File: src/design/assert_macros.svh
// Assertion helpers shared by the design files.
// Simulation builds get concurrent assertions; synthesis builds get nothing.
`ifndef ASSERT_MACROS_SVH
`define ASSERT_MACROS_SVH

`ifndef SYNTHESIS

// Whenever a holds on a clock edge, b must hold on the same edge.
`define ASSERT_SAME(label, clk, rst_n, a, b) \
    label: assert property (@(posedge clk) disable iff (!(rst_n)) (a) |-> (b)) \
        else $error("assertion failed: same-cycle implication");

// Whenever a holds on a clock edge, b must hold on the next edge.
`define ASSERT_NEXT(label, clk, rst_n, a, b) \
    label: assert property (@(posedge clk) disable iff (!(rst_n)) (a) |=> (b)) \
        else $error("assertion failed: next-cycle implication");

`else

`define ASSERT_SAME(label, clk, rst_n, a, b)
`define ASSERT_NEXT(label, clk, rst_n, a, b)

`endif

`endif

File: src/design/pslp_pkg.sv
package pslp_pkg;

    // Default pool size.
    localparam int NUM_SLOTS_DEF = 64;

    // Field widths.
    localparam int LIFE_W  = 16;
    localparam int RATE_W  = 16;
    localparam int DT_W    = 16;
    localparam int SIU_W   = 7;
    localparam int SLOT_W  = 6;
    localparam int COUNT_W = 7;
    localparam int CFG_W   = 16;

    // Decrement is the Q8.24 product shifted down to Q1.15.
    localparam int PROD_W    = RATE_W + DT_W;
    localparam int DEC_SHIFT = 9;
    localparam int DEC_W     = PROD_W - DEC_SHIFT;

    // Lifetime of a freshly added particle: 1.0 in Q1.15.
    localparam logic [LIFE_W-1:0] LIFE_ONE = 16'h8000;

    // Register reset values.
    localparam logic [RATE_W-1:0] DECAY_RATE_RST   = 16'd256;
    localparam logic [SIU_W-1:0]  SLOTS_IN_USE_RST = 7'd64;

    typedef enum logic {
        OP_ADD  = 1'b0,
        OP_TICK = 1'b1
    } t_op;

    typedef enum logic {
        CFG_DECAY_RATE   = 1'b0,
        CFG_SLOTS_IN_USE = 1'b1
    } t_cfg_idx;

endpackage

File: src/design/pslp_ram.sv
module pslp_ram
    import pslp_pkg::*;
#(
    parameter int WIDTH = LIFE_W,
    parameter int DEPTH = NUM_SLOTS_DEF
) (
    input  logic                             i_clk,
    input  logic                             i_we,
    input  logic [$clog2(DEPTH)-1:0]         i_waddr,
    input  logic [WIDTH-1:0]                 i_wdata,
    input  logic [$clog2(DEPTH)-1:0]         i_raddr,
    output logic [WIDTH-1:0]                 o_rdata
);

    logic [WIDTH-1:0] r_mem [DEPTH];
    logic [WIDTH-1:0] r_rdata;

    always_ff @(posedge i_clk) begin
        if (i_we) begin
            r_mem[i_waddr] <= i_wdata;
        end
        r_rdata <= r_mem[i_raddr];
    end

    assign o_rdata = r_rdata;

endmodule

File: src/design/particle_slot_pool_lifetime_top.sv
// Particle slot pool lifetime keeper with a next-fit slot allocator.
//
// Command channel: a word (i_operation, i_delta_time) is taken at a rising
// edge where start is high and busy is low. An add word finds a free slot,
// searching next-fit from the slot found last, and gives it lifetime 1.0;
// when every slot in use is live, slot 0 is reused and o_overwrote is set.
// A tick word ages every live slot by decay_rate times delta_time.
// Every command returns exactly one result word (o_slot, o_overwrote,
// o_live_count), shown for one cycle with o_valid high; the receiver
// cannot stall it, so no result is ever held back.
// Timing: each command makes one pass over the n slots in use through a
// single registered-read lifetime memory, one slot per cycle, as its read
// port allows. The block stays busy through S_MUL, S_SCAN, S_DRAIN and
// S_DONE, and registers the result on leaving S_DONE for S_IDLE.
// Configuration: i_cfg_valid/o_cfg_ready writes decay_rate (index 0) or
// slots_in_use (index 1); the port is always ready. The user must write it
// only while the block is idle; the block itself does not enforce this.
// Reset loads the registers' reset values at once, then a clearing pass
// zeroes every memory slot with busy held high.
`include "assert_macros.svh"

module particle_slot_pool_lifetime_top
    import pslp_pkg::*;
#(
    parameter int NUM_SLOTS = NUM_SLOTS_DEF
) (
    input  logic               i_clk,
    input  logic               i_rst_n,
    // Command channel.
    input  logic               start,
    output logic               busy,
    input  logic               i_operation,
    input  logic [DT_W-1:0]    i_delta_time,
    // Result channel.
    output logic               o_valid,
    output logic [SLOT_W-1:0]  o_slot,
    output logic               o_overwrote,
    output logic [COUNT_W-1:0] o_live_count,
    // Configuration channel.
    input  logic               i_cfg_valid,
    output logic               o_cfg_ready,
    input  logic               i_cfg_index,
    input  logic [CFG_W-1:0]   i_cfg_data
);

    // Slot index width, and a width wide enough to compare any slot count
    // against the pool size.
    localparam int IW   = $clog2(NUM_SLOTS);
    localparam int CMPW = (IW + 1 > SIU_W) ? IW + 1 : SIU_W;

    localparam logic [CMPW-1:0] NS_C      = CMPW'(NUM_SLOTS);
    localparam logic [IW-1:0]   LAST_SLOT = IW'(NUM_SLOTS - 1);

    typedef enum logic [2:0] {
        S_CLEAR,
        S_IDLE,
        S_MUL,
        S_SCAN,
        S_DRAIN,
        S_DONE
    } t_state;

    t_state r_state;

    // Configuration registers.
    logic [RATE_W-1:0] r_decay_rate;
    logic [SIU_W-1:0]  r_slots_in_use;

    // Command context.
    t_op                r_op;
    logic [DT_W-1:0]    r_dt;
    logic [DEC_W-1:0]   r_dec;
    logic [SIU_W-1:0]   r_n;
    logic [IW-1:0]      r_last;
    logic [IW-1:0]      r_ss;

    // Scan pipeline: r_addr is the read address, r_pv/r_pidx tag the data
    // returning from the memory in the cycle after the read.
    logic [IW-1:0]      r_addr;
    logic               r_pv;
    logic [IW-1:0]      r_pidx;

    // Search and count results.
    logic               r_found_hi;
    logic               r_found_lo;
    logic [IW-1:0]      r_slot_hi;
    logic [IW-1:0]      r_slot_lo;
    logic [COUNT_W-1:0] r_count;

    // Result registers.
    logic               r_o_valid;
    logic [SLOT_W-1:0]  r_o_slot;
    logic               r_o_over;
    logic [COUNT_W-1:0] r_o_live;

    // Memory ports.
    logic               mem_we;
    logic [IW-1:0]      mem_waddr;
    logic [LIFE_W-1:0]  mem_wdata;
    logic [LIFE_W-1:0]  mem_rdata;

    // Combinational helpers.
    logic [CMPW-1:0]    siu_ext;
    logic [SIU_W-1:0]   n_active;
    logic [CMPW-1:0]    last_ext;
    logic [PROD_W-1:0]  product;
    logic [LIFE_W-1:0]  tick_new;
    logic               live_bit;
    logic               found;
    logic [IW-1:0]      fin_slot;
    logic [CMPW-1:0]    fin_slot_ext;

    pslp_ram #(
        .WIDTH (LIFE_W),
        .DEPTH (NUM_SLOTS)
    ) u_life_ram (
        .i_clk   (i_clk),
        .i_we    (mem_we),
        .i_waddr (mem_waddr),
        .i_wdata (mem_wdata),
        .i_raddr (r_addr),
        .o_rdata (mem_rdata)
    );

    // Number of active slots: zero acts as one, and anything above the
    // pool size acts as the pool size.
    always_comb begin
        siu_ext = CMPW'(r_slots_in_use);
        if (r_slots_in_use == '0) begin
            n_active = SIU_W'(1);
        end else if (siu_ext > NS_C) begin
            n_active = SIU_W'(NUM_SLOTS);
        end else begin
            n_active = r_slots_in_use;
        end
        last_ext = CMPW'(n_active) - CMPW'(1);
    end

    assign product = PROD_W'(r_decay_rate) * PROD_W'(r_dt);

    // Shared aging unit: one compare and subtract per slot, saturating.
    always_comb begin
        if (r_dec >= DEC_W'(mem_rdata)) begin
            tick_new = '0;
        end else begin
            tick_new = mem_rdata - r_dec[LIFE_W-1:0];
        end
        if (r_op == OP_TICK) begin
            live_bit = (tick_new != '0);
        end else begin
            live_bit = (mem_rdata != '0);
        end
    end

    // Next-fit choice: the first free slot at or after the search start
    // wins, otherwise the first free slot below it, otherwise slot 0.
    always_comb begin
        found = r_found_hi | r_found_lo;
        if (r_found_hi) begin
            fin_slot = r_slot_hi;
        end else if (r_found_lo) begin
            fin_slot = r_slot_lo;
        end else begin
            fin_slot = '0;
        end
        fin_slot_ext = CMPW'(fin_slot);
    end

    // Write port: clearing pass, aged lifetimes during a tick, and the new
    // particle at the end of an add.
    always_comb begin
        mem_we    = 1'b0;
        mem_waddr = r_pidx;
        mem_wdata = tick_new;
        priority if (r_state == S_CLEAR) begin
            mem_we    = 1'b1;
            mem_waddr = r_addr;
            mem_wdata = '0;
        end else if (r_pv && (r_op == OP_TICK)) begin
            mem_we    = 1'b1;
            mem_waddr = r_pidx;
            mem_wdata = tick_new;
        end else if ((r_state == S_DONE) && (r_op == OP_ADD)) begin
            mem_we    = 1'b1;
            mem_waddr = fin_slot;
            mem_wdata = LIFE_ONE;
        end else begin
            mem_we    = 1'b0;
        end
    end

    // Configuration registers.
    always_ff @(posedge i_clk) begin
        if (!i_rst_n) begin
            r_decay_rate   <= DECAY_RATE_RST;
            r_slots_in_use <= SLOTS_IN_USE_RST;
        end else if (i_cfg_valid) begin
            unique case (t_cfg_idx'(i_cfg_index))
                CFG_DECAY_RATE: begin
                    r_decay_rate <= i_cfg_data[RATE_W-1:0];
                end
                CFG_SLOTS_IN_USE: begin
                    r_slots_in_use <= i_cfg_data[SIU_W-1:0];
                end
                default: begin
                    r_decay_rate <= r_decay_rate;
                end
            endcase
        end
    end

    // Sequencer.
    always_ff @(posedge i_clk) begin
        if (!i_rst_n) begin
            r_state    <= S_CLEAR;
            r_addr     <= '0;
            r_pv       <= 1'b0;
            r_ss       <= '0;
            r_o_valid  <= 1'b0;
            r_found_hi <= 1'b0;
            r_found_lo <= 1'b0;
            r_count    <= '0;
        end else begin
            r_o_valid <= 1'b0;
            r_pv      <= 1'b0;

            // Returning memory data: search for free slots and count.
            if (r_pv) begin
                if ((r_op == OP_ADD) && (mem_rdata == '0)) begin
                    if (r_pidx >= r_ss) begin
                        if (!r_found_hi) begin
                            r_found_hi <= 1'b1;
                            r_slot_hi  <= r_pidx;
                        end
                    end else if (!r_found_lo) begin
                        r_found_lo <= 1'b1;
                        r_slot_lo  <= r_pidx;
                    end
                end
                r_count <= r_count + COUNT_W'(live_bit);
            end

            unique case (r_state)
                S_CLEAR: begin
                    if (r_addr == LAST_SLOT) begin
                        r_addr  <= '0;
                        r_state <= S_IDLE;
                    end else begin
                        r_addr <= r_addr + IW'(1);
                    end
                end
                S_IDLE: begin
                    if (start) begin
                        r_op       <= t_op'(i_operation);
                        r_dt       <= i_delta_time;
                        r_n        <= n_active;
                        r_last     <= last_ext[IW-1:0];
                        r_addr     <= '0;
                        r_found_hi <= 1'b0;
                        r_found_lo <= 1'b0;
                        r_count    <= '0;
                        r_state    <= S_MUL;
                    end
                end
                S_MUL: begin
                    r_dec   <= product[PROD_W-1:DEC_SHIFT];
                    r_state <= S_SCAN;
                end
                S_SCAN: begin
                    r_pv   <= 1'b1;
                    r_pidx <= r_addr;
                    if (r_addr == r_last) begin
                        r_state <= S_DRAIN;
                    end else begin
                        r_addr <= r_addr + IW'(1);
                    end
                end
                S_DRAIN: begin
                    r_state <= S_DONE;
                end
                S_DONE: begin
                    r_o_valid <= 1'b1;
                    if (r_op == OP_ADD) begin
                        r_o_slot <= fin_slot_ext[SLOT_W-1:0];
                        r_o_over <= !found;
                        r_o_live <= r_count + COUNT_W'(found);
                        if (found) begin
                            r_ss <= fin_slot;
                        end
                    end else begin
                        r_o_slot <= '0;
                        r_o_over <= 1'b0;
                        r_o_live <= r_count;
                    end
                    r_state <= S_IDLE;
                end
                default: begin
                    r_state <= S_IDLE;
                end
            endcase
        end
    end

    assign busy         = (r_state != S_IDLE);
    assign o_cfg_ready  = 1'b1;
    assign o_valid      = r_o_valid;
    assign o_slot       = r_o_slot;
    assign o_overwrote  = r_o_over;
    assign o_live_count = r_o_live;

    // An accepted command always occupies the block on the next cycle.
    `ASSERT_NEXT(a_accept_busy, i_clk, i_rst_n, start && !busy, busy)
    // The scan never reads past the last active slot.
    `ASSERT_SAME(a_scan_bound, i_clk, i_rst_n, r_state == S_SCAN, r_addr <= r_last)
    // Reusing slot 0 only happens when every active slot is live.
    `ASSERT_SAME(a_over_full, i_clk, i_rst_n, o_valid && o_overwrote, o_live_count == r_n)

endmodule
File: config.mk
export PLATFORM = sky130hd
export DESIGN_NAME = particle_slot_pool_lifetime_top
export DESIGN_NICKNAME = d
export VERILOG_FILES = /design/src/design/pslp_pkg.sv /design/src/design/pslp_ram.sv /design/src/design/particle_slot_pool_lifetime_top.sv
export VERILOG_INCLUDE_DIRS = /design/src /design/src/design
export SDC_FILE = /design/constraint.sdc
export NUM_CORES = 2
export LEC_CHECK = 0
export BUFFER_PORTS_ARGS = -buffer_cell sky130_fd_sc_hd__clkbuf_2
export CAP_MARGIN = 20
export CELL_PAD_IN_SITES_DETAIL_PLACEMENT = 0
export CELL_PAD_IN_SITES_GLOBAL_PLACEMENT = 2
export CORE_MARGIN = 5
export CORE_UTILIZATION = 44
export DETAILED_ROUTE_END_ITERATION = 8
export PLACE_DENSITY = 0.85
export SYNTH_ARGS = -nofsm -noshare
export SYNTH_HDL_FRONTEND = slang
export SYNTH_SLANG_ARGS = --single-unit
File: constraint.sdc
create_clock -name i_clk -period 6.2 [get_ports i_clk]
set_clock_uncertainty 0.15 [all_clocks]
set_input_delay 1.24 -clock i_clk [delete_from_list [all_inputs] [get_ports i_clk]]
set_output_delay 1.24 -clock i_clk [all_outputs]
set_load 0.01 [all_outputs]
# Yosys cells after proc, flatten, opt, wreduce, memory -nomap -nowiden
# Memory sizes are Yosys's and may differ from the RTL's. A register that Yosys moved wholly into a read port is not among the register bits.
# Cells that the tools add are included.
[classes]
reduce_logical = 21
n_eq_ne = 12
n_bitwise = 6
addsub = 5
n_mux = 41
n_mul = 1
magnitude_cmp = 3
[ops]
columns = ["op", "n"]
rows = [
  ["2-to-1 mux 16 bit", 4],
  ["2-to-1 mux 6 bit", 10],
  ["multiplier 16 x 16 -> 32 bit", 1],
  ["nonzero test 16 bit", 2],
  ["2-to-1 mux 7 bit", 4],
  [">= comparator 23 x 16 -> 1 bit", 1],
  ["2-to-1 mux 1 bit", 18],
  ["case mux 6 bit (3 select lines)", 1],
  ["logical NOT 16 bit", 1],
  ["subtractor 16 bit", 1],
  ["case mux 3 bit (5 select lines)", 1],
  ["adder 7 x 1 -> 7 bit", 2],
  ["AND reduction 3 bit", 4],
  ["AND reduction 2 bit", 5],
  ["AND reduction 5 bit", 2],
  ["2-to-1 mux 3 bit", 3],
  ["> comparator 7 bit, second input constant", 1],
  ["logical NOT 7 bit", 1],
  ["adder 6 x 1 -> 6 bit, second input constant", 1],
  ["equality test 3 x 2 -> 1 bit, second input constant", 2],
  ["equality test 3 bit, second input constant", 2],
  ["equality test 6 bit", 1],
  ["equality test 6 bit, second input constant", 1],
  [">= comparator 6 bit", 1],
  ["11 further kinds", 19],
]
[word_totals]
memories = 1
ff_bits = 127
ram_bits = 1024
input_bits = 38
elab_cells = 110
out_inout_bits = 17
[memory_table]
columns = ["name", "depth", "word_bits", "read_ports", "rd_clocked_by_memory_dff", "write_ports", "line_no", "rtl"]
rows = [
  ["u_life_ram.r_mem", 64, 16, 1, 1, 1, "pslp_ram.sv:15", "logic [WIDTH-1:0] r_mem [DEPTH];"],
]

# Longest topological paths before layout
[depth]
word_depth = 8
mapped_depth = 22
mapped_depth_nobuf = 21

# Hierarchy
# From an unflattened synthesis, not the netlist that was laid out.
[unflattened]
hier_cells = 3390
hier_area_um2 = 54512.3
[by_module_without_submodules]
columns = ["module", "cells_per_inst", "area_each_um2", "instances", "seq_area_each_um2"]
rows = [
  ["pslp_ram", 1829, 40042.2, 1, 31069.8],
  ["particle_slot_pool_lifetime_top", 1561, 14470.1, 1, 3323.2],
]

# Worst setup path before layout
# Ideal clock, no wire load.
[synth_path]
path_kind = "reg-to-reg"
startpoint = "register r_decay_rate[13]"
endpoint = "register r_dec[21], data pin"
path_stages_with_launch = 22
setup_slack_ns = 0.258
required_ns = 5.792
n_path_buf = 2
period_less_slack_ns = 5.942
arrival_time_ns = 5.535
setup_ns = 0.258
cell_sequence = "dfxtp_1 clkbuf_1 clkbuf_1 nand2_1 fa_1 fa_1 fa_1 inv_1 fa_1 fa_1 inv_1 fa_1 inv_1 ha_1 a21oi_1 nand3_1 a21oi_1 a211o_1 a21oi_1 or3_1 a21oi_1 xnor2_1"
[synth_between]
elab_chain_len = 1
[synth_lines]
columns = ["element", "line_no", "rtl"]
rows = [
  ["start: declaration", "particle_slot_pool_lifetime_top.sv:66", "logic [RATE_W-1:0] r_decay_rate;"],
  ["start signal: assignment", "particle_slot_pool_lifetime_top.sv:200", "r_decay_rate <= i_cfg_data[RATE_W-1:0];"],
  ["start signal: assignment", "particle_slot_pool_lifetime_top.sv:206", "r_decay_rate <= r_decay_rate;"],
  ["multiplier 16 x 16 -> 32 bit", "particle_slot_pool_lifetime_top.sv:139", "assign product = PROD_W'(r_decay_rate) * PROD_W'(r_dt);"],
  ["net product[30]", "particle_slot_pool_lifetime_top.sv:106", "logic [PROD_W-1:0] product;"],
  ["end signal: assignment", "particle_slot_pool_lifetime_top.sv:266", "r_dec <= product[PROD_W-1:DEC_SHIFT];"],
  ["end: declaration", "particle_slot_pool_lifetime_top.sv:72", "logic [DEC_W-1:0] r_dec;"],
]
# The timed path passes the listed nets, and every way through them passes these cells.
# A chain may end at the register's enable or synchronous reset.

# Worst setup path in the final report
[layout_path]
startpoint = "register r_dt[4]"
endpoint = "register r_dec[22], data pin"
[layout_between]
elab_chain_len = 1
[layout_lines]
columns = ["element", "line_no", "rtl"]
rows = [
  ["start: declaration", "particle_slot_pool_lifetime_top.sv:71", "logic [DT_W-1:0] r_dt;"],
  ["start signal: assignment", "particle_slot_pool_lifetime_top.sv:255", "r_dt <= i_delta_time;"],
  ["multiplier 16 x 16 -> 32 bit", "particle_slot_pool_lifetime_top.sv:139", ""],
  ["net product[31]", "particle_slot_pool_lifetime_top.sv:106", ""],
]
# The timed path passes the listed nets, and every way through them passes these cells.

==> impl_metrics.yaml <==
power:
  seqPwrFrac_pct: 48.1
  comb_power_share_pct: 11.8
  p_int_mw: 13.8
  p_sw_mw: 4.31
  p_per_area_nw_per_um2: 291
  ir_drop_uv: 234
  netSwitchingFraction_pct: 23.8
  p_leak_nw: 19.6
  clockPowerShare_pct: 40.1
placed_design:
  placed_cells: 4898
  place_area_um2: 57500
  gp_congestion: 0.795
  io_buffers: 53
  dp_hpwl_um: 77000
synth:
  async_flop_share_pct: 0
  synth-xor-area-share_pct: 0.759
  syn_avg_cell_area_um2: 17.0
  ys_types: 65
  synth_fp_nets: 3567
  ys_top_cells_by_count: "edfxtp_1, mux4_2, inv_1"
  synth_warnings: 0
  ys.flop_type: "edfxtp_1"
  synth_edf_count: 1102
  netlist.area_leader.share_pct: 61.0
  synth-adder-area-share_pct: 10.5
  synth_compound_area_share_pct: 2.51
  synth.most_common_cell: "edfxtp_1"
  synth_area_um2: 54300
  synth_seq_cells: 1167
  post_synth_inst_count: 3191
  yosys-top-cells-area: "edfxtp_1, mux4_2, fa_1"
  synth_top_family_by_area: "multiplexers"
  yosys.area.top_type: "edfxtp_1"
  muxShareOfSynthArea_pct: 14.1
  ys_seq_area_share_pct: 63.4
  synth-simple-area-share_pct: 5.73
routing:
  drtAntennaViolNets: 0
  wl_met3_um: 7770
  post-route-drc-count: 0
  m1WireLength_um: 52100
  first_iter_violations: 2740
  wl_met2_um: 61200
  top_layer_used: "met4"
  wl_per_cell_um: 24.1
  routed_wl_um: 124000
  drt_first_pass_iters: 5
  via_count: 28300
  avgViaCountPerCell: 5.52
cells_and_area:
  fillers: 9821
  utilization_pct: 50.7
  multi_input_area_um2: 18500
  final_area_um2: 62000
  final_nets: 3784
  layout-drive-gt1-share_pct: 24.2
  final_cells: 5135
  syn_to_final_growth_pct: 14.3
  seq_area_um2: 34400
global_route:
  grt_max_degree: 131
  track_usage_pct: 19.1
  grt_pass1_vias: 29300
  grt-ovfl-total: 0
  antenna_found_initial: 3
  grt_pass1_wl_um: 189000
cts:
  clock_latency_ns: 0.76
  htree_levels: 3
  cts_tree: "done"
  clock_sinks: 1167
  root_buffer: "clkbuf_16"
  clock_path_buffers: 3
  cts_hold_buf: 0
  numCtsBuffers: 116
  path_clk_slew_ns: 0.07
timing:
  fin_crit_sh_pct: 98.0
  fmax_ghz: 0.165
  rsz0062_at_grt: "yes"
  worst_slew_pin_slew_ns: 1.03
  hold_violations: 0
  min_period_ns: 6.08
  fin_setup_tns_ns: 0
  setup_viol: 0
  slew_viol_final: 0
  maxSlewHeadroom_pct: 31.2
worst_hold_path:
  hp-class: "flip-flop to flip-flop"
worst_setup_path:
  cp-end-kind: "flip-flop"
  max_stage_delay_ns: 0.56
  cp_slowest_cell: "fa_1"
  start_kind: "flip-flop"
  cp_common_cell: "fa_1"
  crit_chain: "buf_6, and2_1, fa_1, inv_1, fa_1, inv_1, fa_1, fa_1, fa_1, inv_1, fa_1, inv_1, ha_1, nand4_1, a21oi_2, a21oi_2, a211o_1, a21oi_2, nor2_1, a211o_1, xnor2_1"
  required_ns: 6.54
  cp_max_fo: 6
  arrival_ns: 6.42
  path_class: "flip-flop to flip-flop"
die:
  die_h_um: 361
  rows: 128
  io_pins: 55
  coreArea_um2: 122000
  start_util_pct: 44.4
  die_w_um: 361
  die_area_um2: 130000
run:
  max_cap_violations: 0
outcome:
  status: "finished clean"
[critical path, delay by kind of cell (launching register included)]
family                   cells  cell delay, ns
buffers and inverters        5            0.35
flip-flops                   1            0.42
AND/OR/NAND/NOR              3            0.36
XOR/XNOR                     1            0.12
adder cells (fa/ha/maj)      7            3.31
AO/OA/AOI/OAI                5            1.08
[stage by stage]
| step | worst slack (ns) | hold slack [ns] | total power, mW |
|---|---|---|---|
| after floorplan | 0.258 | 0.253 | 10.2 |
| after global placement | -0.0457 | 0.300 | 10.9 |
| after detailed placement | -0.0432 | 0.329 | 10.9 |
| after CTS | 0.00590 | 0.343 | 18.2 |
| after global routing | -0.0448 | 0.366 | 18.8 |
| final | 0.123 | 0.346 | 18.1 |
[cell type report]
cell class / count / share of cell area, %
repair buffers: 249 / 3.28
clock inverters: 82 / 1.60
well taps: 1625 / 3.28
inverters: 272 / 1.65
clock buffers: 136 / 4.82
multi-input cells: 1602 / 29.8
diodes: 2 / 0.00807
flip-flops and latches: 1167 / 55.5
[cells by family (layout without fill, tap and decap cells)]
kind of cell / Yosys count / in the layout
compound gates: 204 / 204
mux: 360 / 360
simple gates: 652 / 652
fa+ha+maj: 338 / 338
flops: 1167 / 1167
buf+inv: 422 / 739
xor+xnor: 47 / 47
other cells: 1 / 3
[flip-flops by register name, indices dropped and copies added (netlist names), 7 cells and up]
signal,flops
o_live_count,7
r_count,7
r_decay_rate,16
u_life_ram.r_mem,1024
r_dt,16
r_dec,23
r_slots_in_use,7
u_life_ram.o_rdata,16
[power by group through the flow]
stage                     combinational, mW  clock [mW]  sequential [mW]
after floorplan                        1.41           0             8.81
after global placement                 2.05           0             8.86
after CTS                              2.07        7.41             8.69
final                                  2.13        7.25             8.69
after detailed placement               2.03           0             8.86
after global routing                   2.37        7.75             8.69
[placed cells by master (no fill, tap or decap), types with 21 or more instances in the layout]
master / count
clkinv_1: 23
xnor2_1: 26
inv_1: 265
nor2_1: 128
buf_4: 168
nand3_1: 29
xor2_1: 21
clkbuf_2: 53
mux2i_1: 22
nand2_1: 243
clkbuf_16: 116
mux4_2: 320
edfxtp_1: 1102
a21oi_1: 37
dfxtp_1: 54
ha_1: 134
a21boi_0: 25
fa_1: 189
and2_1: 115
[repair_timing]
action,CTS,global route
pin swaps,1,40
resized for setup,4,64
endpoints found under the setup margin,6,11
cloned,0,0
buffers inserted,7,7
[metal layers]
metal / vias to the layer above / GRT usage, %
met5: - / 0
met4: 0 / 4.18
met3: 163 / 2.86
met2: 959 / 31.7
met1: 14800 / 27.0
li1: 12400 / -
[final timing paths]
check,slack [ns],depth (start not counted),endpoint,start
worst max-delay path,0.12,21,r_dec[22],r_dt[4]
worst min-delay path,0.35,0,r_slot_lo[0],r_pidx[0]
worst max register to register,0.12,21,r_dec[22],r_dt[4]
worst min register to register,0.35,0,r_slot_lo[0],r_pidx[0]
(Power assumes the default switching activity.)
